`src/hdl/plob_pkg.sv`:
```
// ----------------------------------------------------------------------------
// plob_pkg
// shared types for the price level order book matcher
// ----------------------------------------------------------------------------
package plob_pkg;

    typedef enum logic [1:0] {
        CMD_BUY_LIMIT   = 2'd0,
        CMD_SELL_LIMIT  = 2'd1,
        CMD_BUY_MARKET  = 2'd2,
        CMD_SELL_MARKET = 2'd3
    } cmd_t;

    typedef enum logic [2:0] {
        OP_NOP      = 3'd0,
        OP_ADD_BID  = 3'd1,
        OP_ADD_ASK  = 3'd2,
        OP_MKT_BUY  = 3'd3,
        OP_MKT_SELL = 3'd4
    } op_t;

    localparam int TICK_W  = 8;
    localparam int SHARE_W = 24;
    localparam logic [SHARE_W-1:0] TRADE_MAX = {SHARE_W{1'b1}};

    typedef struct packed {
        logic [1:0]         command;
        logic [TICK_W-1:0]  price_tick;
        logic [SHARE_W-1:0] share_count;
    } in_t;

    typedef struct packed {
        logic [TICK_W-1:0]  best_bid;
        logic               bid_present;
        logic [TICK_W-1:0]  best_ask;
        logic               ask_present;
        logic [TICK_W-1:0]  spread;
        logic [SHARE_W-1:0] traded_shares;
    } out_t;

    typedef struct packed {
        op_t                op;
        logic [TICK_W-1:0]  tick;
        logic [SHARE_W-1:0] shares;
    } op_item_t;

endpackage

```
`src/hdl/plob_front.sv`:
```
// ----------------------------------------------------------------------------
// plob_front
// accepts orders, classifies them into book operations, two entry queue
// ----------------------------------------------------------------------------
module plob_front #(
    parameter int PRICE_LEVELS = 256
) (
    input  logic               aclk,
    input  logic               aresetn,
    input  logic               s_valid,
    output logic               s_ready,
    input  plob_pkg::in_t      s_data,
    output logic               q_valid,
    input  logic               q_ready,
    output plob_pkg::op_item_t q_item
);

    plob_pkg::op_item_t entry_reg [2];
    logic               wr_ptr_reg, wr_ptr_next;
    logic               rd_ptr_reg, rd_ptr_next;
    logic [1:0]         count_reg, count_next;
    plob_pkg::op_item_t item;
    logic               tick_ok;
    logic               push, pop;

    always_comb begin
        tick_ok     = 32'(s_data.price_tick) < PRICE_LEVELS;
        item.tick   = s_data.price_tick;
        item.shares = s_data.share_count;
        item.op     = plob_pkg::OP_NOP;
        unique case (plob_pkg::cmd_t'(s_data.command))
            plob_pkg::CMD_BUY_LIMIT: begin
                if (tick_ok && s_data.share_count != '0) item.op = plob_pkg::OP_ADD_BID;
            end
            plob_pkg::CMD_SELL_LIMIT: begin
                if (tick_ok && s_data.share_count != '0) item.op = plob_pkg::OP_ADD_ASK;
            end
            plob_pkg::CMD_BUY_MARKET: begin
                if (s_data.share_count != '0) item.op = plob_pkg::OP_MKT_BUY;
            end
            plob_pkg::CMD_SELL_MARKET: begin
                if (s_data.share_count != '0) item.op = plob_pkg::OP_MKT_SELL;
            end
            default: item.op = plob_pkg::OP_NOP;
        endcase
    end

    assign s_ready = count_reg != 2'd2;
    assign q_valid = count_reg != 2'd0;
    assign q_item  = entry_reg[rd_ptr_reg];
    assign push    = s_valid && s_ready;
    assign pop     = q_valid && q_ready;

    always_comb begin
        wr_ptr_next = push ? ~wr_ptr_reg : wr_ptr_reg;
        rd_ptr_next = pop ? ~rd_ptr_reg : rd_ptr_reg;
        count_next  = count_reg + 2'(push) - 2'(pop);
    end

    always_ff @(posedge aclk) begin
        if (!aresetn) begin
            wr_ptr_reg <= 1'b0;
            rd_ptr_reg <= 1'b0;
            count_reg  <= 2'd0;
        end else begin
            wr_ptr_reg <= wr_ptr_next;
            rd_ptr_reg <= rd_ptr_next;
            count_reg  <= count_next;
        end
    end

    always_ff @(posedge aclk) begin
        if (push) entry_reg[wr_ptr_reg] <= item;
    end

endmodule

```
`config.mk`:
```
export PLATFORM = sky130hd
export DESIGN_NAME = plob_front
export DESIGN_NICKNAME = d
export VERILOG_FILES = /design/src/hdl/plob_pkg.sv /design/src/hdl/plob_front.sv
export SDC_FILE = /design/constraint.sdc
export NUM_CORES = 1
export LEC_CHECK = 0
export ABC_AREA = 1
export BUFFER_PORTS_ARGS = -buffer_cell sky130_fd_sc_hd__buf_4
export CORE_MARGIN = 2
export CORE_UTILIZATION = 55
export CTS_BUF_LIST = sky130_fd_sc_hd__clkbuf_4
export CTS_CLUSTER_DIAMETER = 150
export DETAILED_ROUTE_END_ITERATION = 10
export PLACE_DENSITY_LB_ADDON = 0.15
export SLEW_MARGIN = 30
export SYNTH_ARGS = -nofsm -noshare
export SYNTH_HDL_FRONTEND = slang
export SYNTH_SLANG_ARGS = --single-unit
```
`constraint.sdc`:
```
create_clock -name aclk -period 3.3 [get_ports aclk]
set_clock_uncertainty 0.05 [all_clocks]
set_input_delay 0.99 -clock aclk [delete_from_list [all_inputs] [get_ports aclk]]
set_output_delay 0.99 -clock aclk [all_outputs]
set_load 0.05 [all_outputs]
```
* Word-level counts from Yosys, hierarchy flattened
Memory sizes are Yosys's and may differ from the RTL's. A register that Yosys moved wholly into a read port is not among the register bits. Cells that the tools add are included. Widths: inputs -> output; s select.
Operators by class: magnitude comparators 0, multiply operators 0, mux-type cells 9, reductions and logical operators 5, $add $sub $neg 2, div/mod/pow operators 0, equality and inequality tests 4, bitwise operators 2, shift operators 0
Operators by type and width (number):
- $reduce_bool 24->1 | 1
- $pmux 3 s4 | 1
- $mux 1 | 5
- $eq 2x2->1 const B | 2
- $mux 2 | 2
- $mux 3 | 1
- $add 2x1->2 | 1
- $eq 2x1->1 const B | 1
- $logic_and 1x1->1 | 2
- $logic_not 2->1 | 1
- $ne 2x2->1 const B | 1
- $not 1->1 | 2
- $reduce_bool 2->1 | 1
- $sub 2x1->2 | 1
Storage, ports and cells: memory bits (writable) 70, memory bits (read-only) 0, input port bits 38, register bits 4, latch bits 0, memories kept 1, output and inout port bits 37
Memories:
- entry_reg | depth 2, width 35, read ports 1, clocked after Yosys merged registers in 1, write ports 1, RTL line plob_front.sv:18 | plob_pkg::op_item_t entry_reg [2];

* Longest topological paths before layout
Gate-level depths: netlist (run 1).
word-level depth 4, gate-level depth with buffers 10, gate-level depth less buffers 10

* Worst setup path before layout (run 1)
OpenSTA, ideal clock, no wires.
path type input to register, start input s_valid, end memory entry_reg[1][0] (netlist bit), enable pin, path slack 0.211 ns, library setup time 0.429 ns, data arrival time 2.610 ns, required time 2.821 ns, buffers on the path 0, stages on the path 2, path through nand2_1 -> nor2_1
On the way: longest elaborated chain between the ends 3
RTL lines:
- start: declaration | RTL line plob_front.sv:10 | input logic s_valid,
- $logic_and 1x1->1 | RTL line plob_front.sv:51 | assign push = s_valid && s_ready;
- $mux 1 | RTL line plob_front.sv:73 | if (push) entry_reg[wr_ptr_reg] <= item;
- $mux 1 (implied by the code) | RTL line plob_front.sv:73
- end: declaration | RTL line plob_front.sv:18
No other way between the ends.

==> impl_metrics.ini, run 1 <==
[placement]
dp_worst_setup_slack_ns = 0.963
placedCellCount = 318
place.gp.congestion = 0.674
hpwl_um = 3220
portBuffers = 74

[setup_path]
crit_required_ns = 2.26
r2r_cells = 5
arrival_ns = 1.62
crit_type = flop to output port
cpMostUsedCell = buf_4
path_cells = buf_4 -> mux2_2 -> buf_4
crit_path_end_kind = output port
crit_fanout = 19
cpPeakStageDelay_ns = 0.38
slowest_stage = mux2_2
crit_path_start_kind = flop

[finish]
drive_gt1_share_pct = 49.6
fillers = 381
antenna_cells = 0
final_cell_count_no_fill = 334
largest_reg_flops = 70
final_cell_mix = 78 x buf_4, 70 x edfxtp_1, 30 x mux2_4
layout.nets = 297
area_delta_synth_final_pct = 24.0
layout.cells.most_common = buf_4

[sta]
fin_tns_setup_ns = 0
tightest_slew_ns = 0.472
drv_slew = 0
fmax_mhz = 377
setup_viol = 0
hold_viol = 0
fin_crit_sh_pct = 80.5
fin_ws_ns = 0.644
fin_crit_ns = 2.66
relSlewSlack_pct = 68.6
rsz0062_at_grt = no

[clock_network]
post_cts_resized = 0
cts_tree = built
post_cts_buffers = 0
cts_hold_buf = 0
worstSkewPairLatency_ns = 0.39
cts_root_buf = clkbuf_4
h-tree-depth = 3
cts_buffers = 9
cts_num_sinks = 75
clock_path_buffers = 2
clkSlewWorstSetupHoldPaths_ns = 0.10

[power_and_ir_drop]
ir_drop_mv = 0.509
power.density_mw_per_mm2 = 829
leakage_nw = 1.53

[flow_run]
cap_violations = 0

[global_route]
grt_pass1_wl_um = 7380
antenna_found_initial = 0
grt_pass1_vias = 1653
gr-total-overflow = 0
track_usage_pct = 16.4
grt_max_degree = 36

[hold_path]
whs_path_depth = 2
holdCritPathClass = flop to flop

[status]
status = finished, final reports clean

[routing]
dr.pass1.iters = 4
drc = 0
wl_um = 4600
dr_total_vias = 1623
wl_per_cell_um = 13.8
drt_iter0_drc = 92
antenna_left = 0
viasPerCell = 4.86

[synthesis]
synth_area_leader_cell = edfxtp_1
synth-compound-area-share_pct = 0.413
netlist.area_leader.share_pct = 69.3
synthAdderAreaFrac_pct = 0.825
synth_warnings = 0
yosysUniqueCellTypes = 15
synthSimpleGateAreaFrac_pct = 5.16
synth_fp_nets = 212
synth-xor-area-share_pct = 0.578
yosys_register_bits = 75
synth.mux.area_fraction_pct = 16.7
syn_avg_cell_area_um2 = 17.6
synth_top_family_by_area = multiplexers
netlist_top_cells_area = edfxtp_1 69%, mux2_4 15%, dfxtp_1 3.3%
postSynthCellCount = 172
synth_area_mm2 = 0.00303
ys_seq_area_share_pct = 72.6

[floorplan]
start_util_pct = 56.1
row_count = 27
core_area_mm2 = 0.00541
dieArea_mm2 = 0.00612
die_h_um = 78.3
die_x_um = 78.3
top_level_ports = 75
==> synthesized netlist by cell type <==
cell type and n:
nand3_1 1, dfxtp_1 5, inv_1 11, mux2_2 5, edfxtp_1 70, buf_12 3
ha_1 2, buf_6 1, nand2_1 16, nor3_1 1, nor2_1 23, o21a_1 1
mux2_4 30, a21oi_1 1, xnor2_1 2
==> cells by family after synthesis <==
| family | after synthesis |
|---|---|
| compound gates | 2 |
| buf+inv | 15 |
| flops | 75 |
| mux | 35 |
| simple gates | 41 |
| fa+ha+maj | 2 |
| xor+xnor | 2 |
==> worst paths after layout <==
kind	from	endpoint	slack [ns]
setup / recovery	flop	q_item[34]	0.64
hold reg to reg	rd_ptr_reg	rd_ptr_reg	0.48
setup reg to reg	count_reg[0]	entry_reg[1][28]	1.55
hold / removal	rd_ptr_reg	rd_ptr_reg	0.48
==> through the flow <==
stage | total power [mW] | utilization (%) | hold WS, ns | area [um2]
2_1_floorplan | 2.40 | - | 0.431 | 3030
3_3_place_gp | 2.70 | 67.6 | 0.449 | 3650
3_5_place_dp | 2.71 | 67.6 | 0.466 | 3650
4_1_cts | 3.16 | 69.6 | 0.491 | 3760
5_1_grt | 3.27 | 69.6 | 0.530 | 3760
6_report | 3.12 | 69.6 | 0.483 | 3760
==> cell type report <==
type / instances / area [um2] / share of cell area (%)
Clock buffer: 12 / 90.1 / 2.40
Tap cell: 72 / 90.1 / 2.40
Inverter: 11 / 41.3 / 1.10
Clock inverter: 4 / 17.5 / 0.466
Sequential cell: 75 / 2200 / 58.6
Multi-Input combinational cell: 82 / 733 / 19.5
Timing Repair Buffer: 78 / 586 / 15.6
==> power breakdown <==
part           switching (mW)  total, mW  internal (mW)
sequential             0.0415       1.26           1.21
combinational           0.898       1.42          0.518
clock                   0.275      0.449          0.174
==> per-layer routing <==
metal	wire length, um	track usage, %
met1	1840	18.4
met2	2370	27.8
met3	324	4.83
met4	66	10.0
met5	0	0
==> worst max-delay path, delay by kind of cell, from the launching register on <==
kind	cells	cell delay, ns
flip-flops	1	0.34
multiplexers	1	0.38
buffers and inverters	2	0.51
No activity file was read; power rests on OpenSTA's default activity.
==> inputs of run 2 (changes only) <==
CORE_UTILIZATION = 49   (was 55)
clock period = 2.4 ns   (was 3.3 ns; I/O delays follow)
==> impl_metrics.ini, run 2 (same netlist as run 1, synthesis figures left out) <==
[status]
status = finished, final reports clean

[finish]
final_area_mm2 = 0.00381
final_cell_mix = 79 x buf_4, 70 x edfxtp_1, 30 x mux2_4
antenna_cells = 0
area_delta_synth_final_pct = 25.6
layout.cells.most_common = buf_4
drive_gt1_share_pct = 49.8
layout.nets = 299
largest_reg_flops = 70

[sta]
rsz0062_at_grt = no
fin_crit_sh_pct = 96.8
relSlewSlack_pct = 83.0
tightest_slew_ns = 0.255
fmax_mhz = 431
setup_viol = 0
fin_tns_setup_ns = 0
fin_crit_ns = 2.32
drv_slew = 0
whs_ns = 0.442
hold_viol = 0

[setup_path]
crit_fanout = 11
crit_path_end_kind = output port
crit_type = flop to output port
crit_path_start_kind = flop
crit_required_ns = 1.63
arrival_ns = 1.55

[hold_path]
holdCritPathClass = input pin to flop

[routing]
dr_total_vias = 1613
antenna_left = 0
dr_wl_met2_um = 2560
drt_iter0_drc = 90
dr.pass1.iters = 4
met3WireLength_um = 309
wl_met1_um = 1910
wl_um = 4880
highest_layer = met4
viasPerCell = 4.77
drc = 0
wl_per_cell_um = 14.4

[global_route]
grt_pass1_vias = 1540
gr-total-overflow = 0
grt_pass1_wl_um = 7220
antenna_found_initial = 0
grt_max_degree = 25
track_usage_pct = 15.2

[clock_network]
post_cts_resized = 0
cts_tree = built
cts_root_buf = clkbuf_4
cts_num_sinks = 75
cts_hold_buf = 0
worstSkewPairLatency_ns = 0.41
h-tree-depth = 3
clock_path_buffers = 2
cts_buffers = 9
post_cts_buffers = 0
clkSlewWorstSetupHoldPaths_ns = 0.10

[floorplan]
dieArea_mm2 = 0.00684
top_level_ports = 75
row_count = 28
die_x_um = 82.7
start_util_pct = 50.9
core_area_mm2 = 0.00596
die_h_um = 82.7

[power_and_ir_drop]
p_total_mw = 4.43
leakage_nw = 1.55
ir_drop_mv = 0.616
power.density_mw_per_mm2 = 1160

[placement]
dpl_cell_area_mm2 = 0.00368
portBuffers = 74
place.gp.congestion = 0.660
hpwl_um = 3440

[flow_run]
cap_violations = 0
-- run 2: per-layer routing --
metal,up-vias,GRT usage [%]
li1,795,-
met1,761,17.2
met2,48,24.9
met3,9,6.20
met4,0,7.54
met5,-,0
-- run 2: area by class of cell --
| type | count | area, um2 |
|---|---|---|
| Fill cell | 466 | 2150 |
| Tap cell | 75 | 93.8 |
| Sequential cell | 75 | 2200 |
| Timing Repair Buffer | 80 | 613 |
| Multi-Input combinational cell | 82 | 733 |
| Inverter | 11 | 41.3 |
| Clock buffer | 11 | 82.6 |
| Clock inverter | 4 | 42.5 |
-- run 2: per-stage QoR --
stage / std cells / setup slack, ns / utilization [%]
after floorplan: 172 / 0.0175 / -
after global placement: 323 / 0.454 / 61.9
after detailed placement: 323 / 0.417 / 61.9
after CTS: 338 / 0.0417 / 64.0
after global routing: 338 / 0.00574 / 64.0
final: 338 / 0.0774 / 64.0
-- run 2: report_power, final --
| part | leakage [nW] | internal, mW | switching (mW) |
|---|---|---|---|
| clock network | 0.0718 | 0.328 | 0.390 |
| logic | 0.783 | 0.737 | 1.24 |
| registers | 0.696 | 1.67 | 0.0613 |
-- run 2: final timing paths --
| kind | startpoint | to | slack, ns | cells past startpoint |
|---|---|---|---|---|
| min | s_data[28] | entry_reg[1][28] | 0.44 | 1 |
| max | flop | q_item[34] | 0.08 | 3 |
| min reg2reg | rd_ptr_reg | rd_ptr_reg | 0.49 | 2 |
| max reg2reg | count_reg[0] | count_reg[1] | 0.72 | 10 |
-- run 2: worst max-delay path, cell delays in order (launching register included) --
cell	delay (ns)
dfxtp_2	0.36
buf_4	0.24
mux2_2	0.36
buf_4	0.19
